`config.mk`:
```
export PLATFORM = sky130hd
export DESIGN_NAME = url_percent_encoder
export DESIGN_NICKNAME = d
export VERILOG_FILES = /design/src/hw/rtl/uenc_pkg.sv /design/src/hw/rtl/uenc_classify.sv /design/src/hw/rtl/uenc_fifo.sv /design/src/hw/rtl/uenc_emit.sv /design/src/hw/rtl/url_percent_encoder.sv
export SDC_FILE = /design/constraint.sdc
export NUM_CORES = 1
export LEC_CHECK = 0
export BUFFER_PORTS_ARGS = -buffer_cell sky130_fd_sc_hd__buf_4
export CELL_PAD_IN_SITES_DETAIL_PLACEMENT = 1
export CELL_PAD_IN_SITES_GLOBAL_PLACEMENT = 1
export CORE_AREA = 4 4 66 129
export DETAILED_ROUTE_END_ITERATION = 8
export DIE_AREA = 0 0 70 133
export GPL_TIMING_DRIVEN = 0
export PLACE_DENSITY = 0.81
export SLEW_MARGIN = 20
export SYNTH_ARGS = -nofsm -noshare
export SYNTH_HDL_FRONTEND = slang
export SYNTH_SLANG_ARGS = --single-unit
```
`constraint.sdc`:
```
create_clock -name clk -period 3.6 [get_ports clk]
set_clock_uncertainty 0.15 [all_clocks]
set_input_delay 0.18 -clock clk [delete_from_list [all_inputs] [get_ports clk]]
set_output_delay 0.18 -clock clk [all_outputs]
set_load 0.05 [all_outputs]
```
`src/hw/rtl/uenc_pkg.sv`:
```
// shared types, constants and helpers for the url percent encoder
`timescale 1ns / 1ps

package uenc_pkg;

  localparam int FIFO_DEPTH_DEF = 4;
  localparam int STEP_W = 3;

  localparam logic [7:0] CHAR_PERCENT = 8'h25;
  localparam logic [7:0] CHAR_TWO     = 8'h32;
  localparam logic [7:0] CHAR_FIVE    = 8'h35;
  localparam logic [7:0] CHAR_ZERO    = 8'h30;
  localparam logic [7:0] CHAR_UPPER_A = 8'h41;

  localparam logic [STEP_W-1:0] STEP_LAST_PLAIN = 3'd0;
  localparam logic [STEP_W-1:0] STEP_LAST_ESC   = 3'd2;
  localparam logic [STEP_W-1:0] STEP_LAST_ESC2  = 3'd4;

  typedef enum logic [1:0] {
    KIND_PLAIN = 2'd0,
    KIND_ESC   = 2'd1,
    KIND_ESC2  = 2'd2
  } kind_t;

  typedef struct packed {
    logic [7:0] data;
    kind_t      kind;
  } token_t;

  typedef struct packed {
    logic full;
    logic empty;
  } fifo_stat_t;

  function automatic logic [7:0] hex_digit(input logic [3:0] v);
    logic [7:0] w;
    w = {4'd0, v};
    if (v < 4'd10) begin
      hex_digit = CHAR_ZERO + w;
    end else begin
      hex_digit = CHAR_UPPER_A + (w - 8'd10);
    end
  endfunction

endpackage

```
`src/hw/rtl/uenc_classify.sv`:
```
// front end: sorts each input byte into pass-through, escape or double escape
`timescale 1ns / 1ps

module uenc_classify import uenc_pkg::*; (
  input  logic [7:0] in_byte,
  input  logic       double_escape,
  output token_t     token
);

  logic is_plain;
  logic is_control;

  always_comb begin
    is_plain = 1'b0;
    if (in_byte >= 8'h30 && in_byte <= 8'h39) is_plain = 1'b1;
    if (in_byte >= 8'h61 && in_byte <= 8'h7A) is_plain = 1'b1;
    if (in_byte >= 8'h41 && in_byte <= 8'h5A) is_plain = 1'b1;
    unique case (in_byte)
      8'h2F, 8'h2E, 8'h28, 8'h29, 8'h21,
      8'h2A, 8'h7E, 8'h5F, 8'h2D, 8'h27: is_plain = 1'b1;
      default: ;
    endcase
  end

  assign is_control = (in_byte <= 8'h1F) || (in_byte == 8'h7F);

  always_comb begin
    token.data = in_byte;
    priority if (is_plain) begin
      token.kind = KIND_PLAIN;
    end else if (double_escape && is_control) begin
      token.kind = KIND_ESC2;
    end else begin
      token.kind = KIND_ESC;
    end
  end

endmodule

```
`src/hw/rtl/uenc_fifo.sv`:
```
// token queue between the classifier and the emitter
`timescale 1ns / 1ps

module uenc_fifo import uenc_pkg::*; #(
  parameter int DEPTH = FIFO_DEPTH_DEF
) (
  input  logic       clk,
  input  logic       rst,
  input  logic       wr_en,
  input  token_t     wr_token,
  input  logic       rd_en,
  output token_t     rd_token,
  output fifo_stat_t stat
);

  localparam int PTR_W = (DEPTH > 1) ? $clog2(DEPTH) : 1;
  localparam int CNT_W = $clog2(DEPTH + 1);
  localparam logic [PTR_W-1:0] PTR_MAX = PTR_W'(DEPTH - 1);
  localparam logic [CNT_W-1:0] CNT_MAX = CNT_W'(DEPTH);

  token_t           mem [DEPTH];
  logic [PTR_W-1:0] wr_ptr;
  logic [PTR_W-1:0] rd_ptr;
  logic [CNT_W-1:0] count;
  logic             do_wr;
  logic             do_rd;

  assign stat.full  = (count == CNT_MAX);
  assign stat.empty = (count == '0);
  assign do_wr      = wr_en && !stat.full;
  assign do_rd      = rd_en && !stat.empty;
  assign rd_token   = mem[rd_ptr];

  always_ff @(posedge clk) begin
    if (do_wr) begin
      mem[wr_ptr] <= wr_token;
    end
  end

  always_ff @(posedge clk) begin
    if (rst) begin
      wr_ptr <= '0;
      rd_ptr <= '0;
      count  <= '0;
    end else begin
      if (do_wr) begin
        wr_ptr <= (wr_ptr == PTR_MAX) ? '0 : wr_ptr + 1'b1;
      end
      if (do_rd) begin
        rd_ptr <= (rd_ptr == PTR_MAX) ? '0 : rd_ptr + 1'b1;
      end
      if (do_wr && !do_rd) begin
        count <= count + 1'b1;
      end else if (do_rd && !do_wr) begin
        count <= count - 1'b1;
      end
    end
  end

endmodule

```
`src/hw/rtl/uenc_emit.sv`:
```
// back end: steps through tokens, registers a byte per cycle unless stalled
`timescale 1ns / 1ps

module uenc_emit import uenc_pkg::*; (
  input  logic       clk,
  input  logic       rst,
  input  token_t     head,
  input  fifo_stat_t fifo_stat,
  output logic       head_pop,
  output logic       empty,
  input  logic       pop,
  output logic [7:0] out_char,
  output logic       run_last
);

  logic [STEP_W-1:0] step;
  logic [STEP_W-1:0] step_next;
  logic [STEP_W-1:0] last_step;
  logic [7:0]        char_sel;
  logic              out_valid;
  logic              advance;
  logic              is_last;

  assign advance  = (!out_valid || pop) && !fifo_stat.empty;
  assign is_last  = (step == last_step);
  assign head_pop = advance && is_last;
  assign empty    = !out_valid;

  always_comb begin
    last_step = STEP_LAST_PLAIN;
    char_sel  = head.data;
    unique case (head.kind)
      KIND_PLAIN: begin
        last_step = STEP_LAST_PLAIN;
        char_sel  = head.data;
      end
      KIND_ESC: begin
        last_step = STEP_LAST_ESC;
        unique case (step)
          3'd0:    char_sel = CHAR_PERCENT;
          3'd1:    char_sel = hex_digit(head.data[7:4]);
          default: char_sel = hex_digit(head.data[3:0]);
        endcase
      end
      KIND_ESC2: begin
        last_step = STEP_LAST_ESC2;
        unique case (step)
          3'd0:    char_sel = CHAR_PERCENT;
          3'd1:    char_sel = CHAR_TWO;
          3'd2:    char_sel = CHAR_FIVE;
          3'd3:    char_sel = hex_digit(head.data[7:4]);
          default: char_sel = hex_digit(head.data[3:0]);
        endcase
      end
      default: begin
        last_step = STEP_LAST_PLAIN;
        char_sel  = head.data;
      end
    endcase
  end

  always_comb begin
    step_next = step;
    if (advance) begin
      step_next = is_last ? '0 : step + 1'b1;
    end
  end

  always_ff @(posedge clk) begin
    if (rst) begin
      step      <= '0;
      out_valid <= 1'b0;
    end else begin
      step <= step_next;
      if (advance) begin
        out_valid <= 1'b1;
      end else if (pop) begin
        out_valid <= 1'b0;
      end
    end
  end

  always_ff @(posedge clk) begin
    if (advance) begin
      out_char <= char_sel;
      run_last <= is_last;
    end
  end

endmodule

```
`src/hw/rtl/url_percent_encoder.sv`:
```
// Top level of the url percent encoder: classifier, token queue, emitter.
// A taken byte goes through the token queue and then the output register.
// Throughput: one output byte per cycle from the step counter unless stalled,
// so a byte gives 1, 3 or 5 output bytes (pass-through, escape, double escape).
// Input and output stall independently through the token queue.
// Reset empties the queue and output register and sets double escaping to 1.
`timescale 1ns / 1ps

module url_percent_encoder import uenc_pkg::*; #(
  parameter int FIFO_DEPTH = FIFO_DEPTH_DEF
) (
  input  logic       clk,
  input  logic       rst,
  input  logic       push,
  output logic       full,
  input  logic [7:0] in_byte,
  output logic       empty,
  input  logic       pop,
  output logic [7:0] out_char,
  output logic       run_last,
  input  logic       cfg_we,
  input  logic       cfg_wdata
);

  logic       double_escape;
  token_t     in_token;
  token_t     head;
  fifo_stat_t fifo_stat;
  logic       head_pop;

  always_ff @(posedge clk) begin
    if (rst) begin
      double_escape <= 1'b1;
    end else if (cfg_we) begin
      double_escape <= cfg_wdata;
    end
  end

  uenc_classify u_classify (
    .in_byte       (in_byte),
    .double_escape (double_escape),
    .token         (in_token)
  );

  uenc_fifo #(
    .DEPTH (FIFO_DEPTH)
  ) u_fifo (
    .clk      (clk),
    .rst      (rst),
    .wr_en    (push),
    .wr_token (in_token),
    .rd_en    (head_pop),
    .rd_token (head),
    .stat     (fifo_stat)
  );

  uenc_emit u_emit (
    .clk       (clk),
    .rst       (rst),
    .head      (head),
    .fifo_stat (fifo_stat),
    .head_pop  (head_pop),
    .empty     (empty),
    .pop       (pop),
    .out_char  (out_char),
    .run_last  (run_last)
  );

  assign full = fifo_stat.full;

  a_queue_flags: assert property (@(posedge clk) disable iff (rst)
    !(fifo_stat.full && fifo_stat.empty))
    else $error("token queue both full and empty");

  a_run_continues: assert property (@(posedge clk) disable iff (rst)
    (pop && !empty && !run_last) |=> !empty)
    else $error("output run broken before its last byte");

  a_percent_not_last: assert property (@(posedge clk) disable iff (rst)
    (!empty && out_char == CHAR_PERCENT) |-> !run_last)
    else $error("percent sign ended a run");

  a_idle_latency: assert property (@(posedge clk) disable iff (rst)
    (push && !full && empty && fifo_stat.empty) |-> ##2 !empty)
    else $error("output not shown two cycles after transfer into idle block");

endmodule
```
* Word-level counts from Yosys, hierarchy flattened *
Memory sizes are Yosys's and may differ from the RTL's. A register that Yosys moved wholly into a read port is not among the register bits.
Cells that the tools add are included.

storage, ports and cells
  register bits after elaboration = 21
  bits in latches = 0
  bits in writable memories = 40
  memory bits (read-only) = 0
  logic and storage cells = 94
  memories kept = 1

cells by class
  add/sub/neg operators = 11
  multipliers = 0
  div/mod/pow operators = 0
  $lt $le $gt $ge = 9
  eq/ne operators = 20
  shift-type cells = 0
  multiplexer cells = 23
  bitwise logic cells = 0
  reductions and logical operators = 22

memory list
  memory      words  width  rd ports  clocked after memory_dff  wr ports  line             text
  u_fifo.mem  4      10     1         1                         1         uenc_fifo.sv:21  token_t mem [DEPTH];

operators by type and width
  operator                                                           number
  == test 8 x 6 -> 1 bit, second input constant                      8
  one-hot mux 8 bit (2 select lines)                                 2
  one-hot mux 8 bit (4 select lines)                                 1
  == test 8 x 7 -> 1 bit, second input constant                      3
  adder 7 x 8 -> 8 bit, first input constant                         2
  greater-or-equal comparator 8 x 7 -> 1 bit, second input constant  2
  less-or-equal comparator 8 x 7 -> 1 bit, second input constant     2
  two-way mux 8 bit                                                  2
  adder 6 x 4 -> 7 bit, first input constant                         2
  two-way mux 2 bit                                                  6
  logical AND 1 bit                                                  10
  OR reduction 10 bit                                                1
  subtractor 4 x 4 -> 5 bit, second input constant                   2
  two-way mux 3 bit                                                  3
  greater-or-equal comparator 8 x 6 -> 1 bit, second input constant  1
  less-or-equal comparator 8 x 5 -> 1 bit, second input constant     1
  less-or-equal comparator 8 x 6 -> 1 bit, second input constant     1
  < comparator 4 bit, second input constant                          2
  two-way mux 1 bit                                                  8
  adder 3 x 1 -> 3 bit, second input constant                        2
  == test 2 bit, second input constant                               3
  == test 3 x 2 -> 1 bit, second input constant                      2
  logical NOT 3 bit                                                  2
  one-hot mux 3 bit (2 select lines)                                 1
  9 further kinds                                                    16

* Depth between registers and ports, before layout *
  word-level depth = 8
  depth in mapped cells = 14
  gate-level depth less buffers = 12

* By module *
A second synthesis with hierarchy kept.

unflattened totals
  cell total of the unflattened synthesis = 278
  area, all modules = 3435.8 um2

modules (own cells, without submodules)
  module               times used  cells an instance  area each (um2)  seq. area each (um2)
  uenc_fifo            1           102                1930.6           1381.3
  uenc_emit            1           144                1282.5           350.3
  uenc_classify        1           29                 187.7            0.0
  url_percent_encoder  1           3                  35.0             20.0

* Least setup slack after synthesis *
Ideal clock, no wire load.

  path type = register -> register
  start point = register (tool-made name)
  end point = register u_fifo.count[2]
  library setup time = 0.071 ns
  arrival time = 2.948 ns
  slack = 0.431 ns
  cell stages (with the launch flop) = 15
  buffers on the path = 2
  period minus slack after synthesis = 3.169 ns
  cell sequence = dfxtp_1 -> buf_6 -> mux4_1 -> inv_1 -> ha_1 -> clkbuf_8 -> xor2_1 -> nor3_2 -> nand2_1 -> ha_1 -> inv_1 -> fa_1 -> xor2_1 -> or3_1 -> a21oi_1

RTL lines
  what                  line             text
  to (signal assigned)  uenc_fifo.sv:53  count <= count + 1'b1;
  to (signal assigned)  uenc_fifo.sv:55  count <= count - 1'b1;
  to (decl)             uenc_fifo.sv:24  logic [CNT_W-1:0] count;

==> results.md <==
- DR iter-0 viols: 133
- Bufs and invs on worst path: 4
- CTS Buffer Depth: 2
- Post-synth EDFFs: 49
- Crit path required time: 3700 ps
- Slew @ Worst Pin: 884 ps
- Root Buffer Master: clkbuf_16
- RSZ-0062 raised after global routing: false
- Int Pwr: 2.01 mW
- Cells after Synth: 267
- DR vias: 2372
- Ys async rst share: 0%
- Share of cells above drive strength 1: 18.4%
- Warnings from Yosys: 0
- Mapped cell area: 3340 µm²
- Global-route wire length before repair: 13.2 mm
- Delay of the slowest cell on the worst path: 570 ps
- DRT antenna net count: 0
- MaxCap Viol Count: 0
- Clock-pin slew on the worst setup and hold paths: 50 ps
- Post-DP HPWL: 5.56 mm
- Top-area cell type share of the netlist area: 44.0%
- CTS buffer count: 9
- Layout net count: 352
- Clock latency at the later pin of the worst-skew pair: 330 ps
- Die extent in y: 133 µm
- Drt via density: 5.72
- Total grt overflow: 0
- Top cell type by total area after synthesis: edfxtp_1
- Post-synth top cells: edfxtp_1, inv_1, ha_1, a21oi_1, nor2_1
- Switching share of power: 38.2%
- Vias in the first global route: 2568
- Arr. time, crit path: 3450 ps
- Combinational power share: 43.0%
- Final TNS setup: 0 ps
- Area of the core: 7540 µm²
- CP max-delay cell: mux4_1
- Critical Path Sink Type: register
- Syn Nets: 303
- Antenna violations before repair: 0
- Slew Viols, Final: 0
- CP cell instances: buf_8, mux4_1, inv_1, ha_1, clkbuf_8, xor2_1, nor3_2, nand2_2, ha_1, inv_1, fa_1, xor2_1, or3_1, a21oi_1
- Global-route usage over all layers: 18.8%
- Min Clock Period, post-route: 3350 ps
- Final hold vios: 0
- Top Family by Delay on Critical Path: adder cells
- Antenna cells: 0
- Avg Inst Size Synth: 12.5 µm²
- Ys flop type: edfxtp_1
- Cell row count: 45
- DR DRC count: 0
- Relative slew slack: 40.9%
- IO Pins: 25
- CTS tree: built
- Starting Density: 44.3%
- Synth area leaders: edfxtp_1, dfxtp_1, ha_1
- Status: finished, final reports clean
- Peak VDD IR: 0.000375 V
- Hold crit path type: input pin to register
- GPL Wtd Cong: 0.926
- Setup WS post-layout: 246 ps
- Startpoint Class: register
- Die Width: 70 µm
- Worst setup path class: register to register
- Power density cells: 800 nW/µm²
- # H-tree levels: 3
- Die area: 9310 µm²
- Final setup violation count: 0
- Fmax: 298 MHz
- Clock share of power: 25.5%
- Pleak: 1.55 nW
- Clock sinks: 63
- Sequential Power Share: 31.5%
- First-pass DRT Iterations: 4
- Setup WS pre-CTS: 141 ps
- Final period util: 93.2%
- IO buf count: 24
- Pin count of the biggest net entering global routing: 11
- Area Growth Syn to Fin: 21.5%
- Sequential fraction of the synthesis area: 52.4%
- Drt total wl: 8.06 mm
- Number of synthesized register bits: 63
- Switch Pwr: 1.24 mW
- Cell with the most instances after synthesis: edfxtp_1
- Routed WL per cell: 19.4 µm
- Peak fanout along the critical path: 10
- Netlist cell types: 51
sequential cells by signal (all words and copies together) (netlist names), named ones only:
| register | cells |
|---|---|
| u_fifo.mem | 40 |
| u_emit.run_last | 1 |
| u_emit.step | 3 |
| u_fifo.rd_ptr | 2 |
| u_emit.out_valid | 1 |
| u_fifo.wr_ptr | 2 |
| double_escape | 1 |
| u_emit.out_char | 8 |
| u_fifo.count | 3 |
tightest hold or removal path, stage by stage:
cell,delay (ps)
buf_4,80
inv_1,40
a21o_1,240
nand2_1,90
a21oi_1,60
metal layers:
layer | up-vias | GRT usage (%) | wire [µm]
met4 | 0 | 12.2 | 381
met1 | 1190 | 17.4 | 2740
li1 | 1097 | - | -
met3 | 25 | 4.71 | 234
met5 | - | 0 | 0
met2 | 60 | 35.1 | 4710
cells in the final DEF, fill, tap and decap left out, drive strengths merged, types with 12 or more instances in the layout:
cell type and count:
clkbuf 18, dlygate4sd3 12, ha 21, edfxtp 49, nor2 16, a21oi 19, dfxtp 14, nand2 14
buf 28, inv 23
kinds of logic (layout without fill, tap and decap cells):
group                    Yosys count  count (layout)  share of synthesized area, %
AO/OA/AOI/OAI                     58              58                          12.2
XOR/XNOR                          12              12                          3.15
adder cells (fa/ha/maj)           22              22                          8.46
buffers and inverters             33              87                          5.06
flip-flops                        63              63                          52.4
multiplexers                      16              16                          9.03
AND/OR/NAND/NOR                   63              63                          9.70
path summary, 6_finish.rpt:
kind,from,end,slack (ps),depth (start not counted)
worst max-delay path,register,u_fifo.count[2],250,14
worst min-delay path,pop,u_emit.step[0],260,5
worst max register to register,register,u_fifo.count[2],250,14
worst min register to register,u_fifo.rd_ptr[0],u_fifo.rd_ptr[0],390,2
what timing repair did:
item                                    CTS  global route
buffers inserted                          0             2
gates resized for setup                   0             3
hold buffers                             12             0
endpoints found under the setup margin    0             1
endpoints found under the hold margin    34             0
metrics by stage:
stage / instance area, µm² / std cells / power (mW) / hold WS [ps] / util (%)
3_5_place_dp: 3640 / 385 / 2.39 / 234 / 48.2
3_3_place_gp: 3640 / 385 / 2.33 / 231 / 48.2
6_report: 4060 / 415 / 3.25 / 256 / 53.8
2_1_floorplan: 3340 / 267 / 2.02 / 99.1 / -
4_1_cts: 4040 / 413 / 3.25 / 257 / 53.5
5_1_grt: 4060 / 415 / 3.43 / 335 / 53.8
final cells by class:
| class | instances | area, µm² |
|---|---|---|
| Tap cell | 94 | 118 |
| Fill cell | 805 | 3490 |
| Sequential cell | 63 | 1750 |
| Clock buffer | 10 | 229 |
| Timing Repair Buffer | 38 | 315 |
| Multi-Input combinational cell | 171 | 1420 |
| Inverter | 23 | 86.3 |
| Buffer | 10 | 86.3 |
| Clock inverter | 6 | 51.3 |
power groups by stage:
stage / clock network, mW / registers, mW / logic, mW
3_3_place_gp: 0 / 1.02 / 1.31
3_5_place_dp: 0 / 1.04 / 1.35
6_report: 0.827 / 1.02 / 1.40
5_1_grt: 0.882 / 1.04 / 1.51
4_1_cts: 0.838 / 1.02 / 1.38
2_1_floorplan: 0 / 1.21 / 0.812
(Power assumes the default switching activity.)
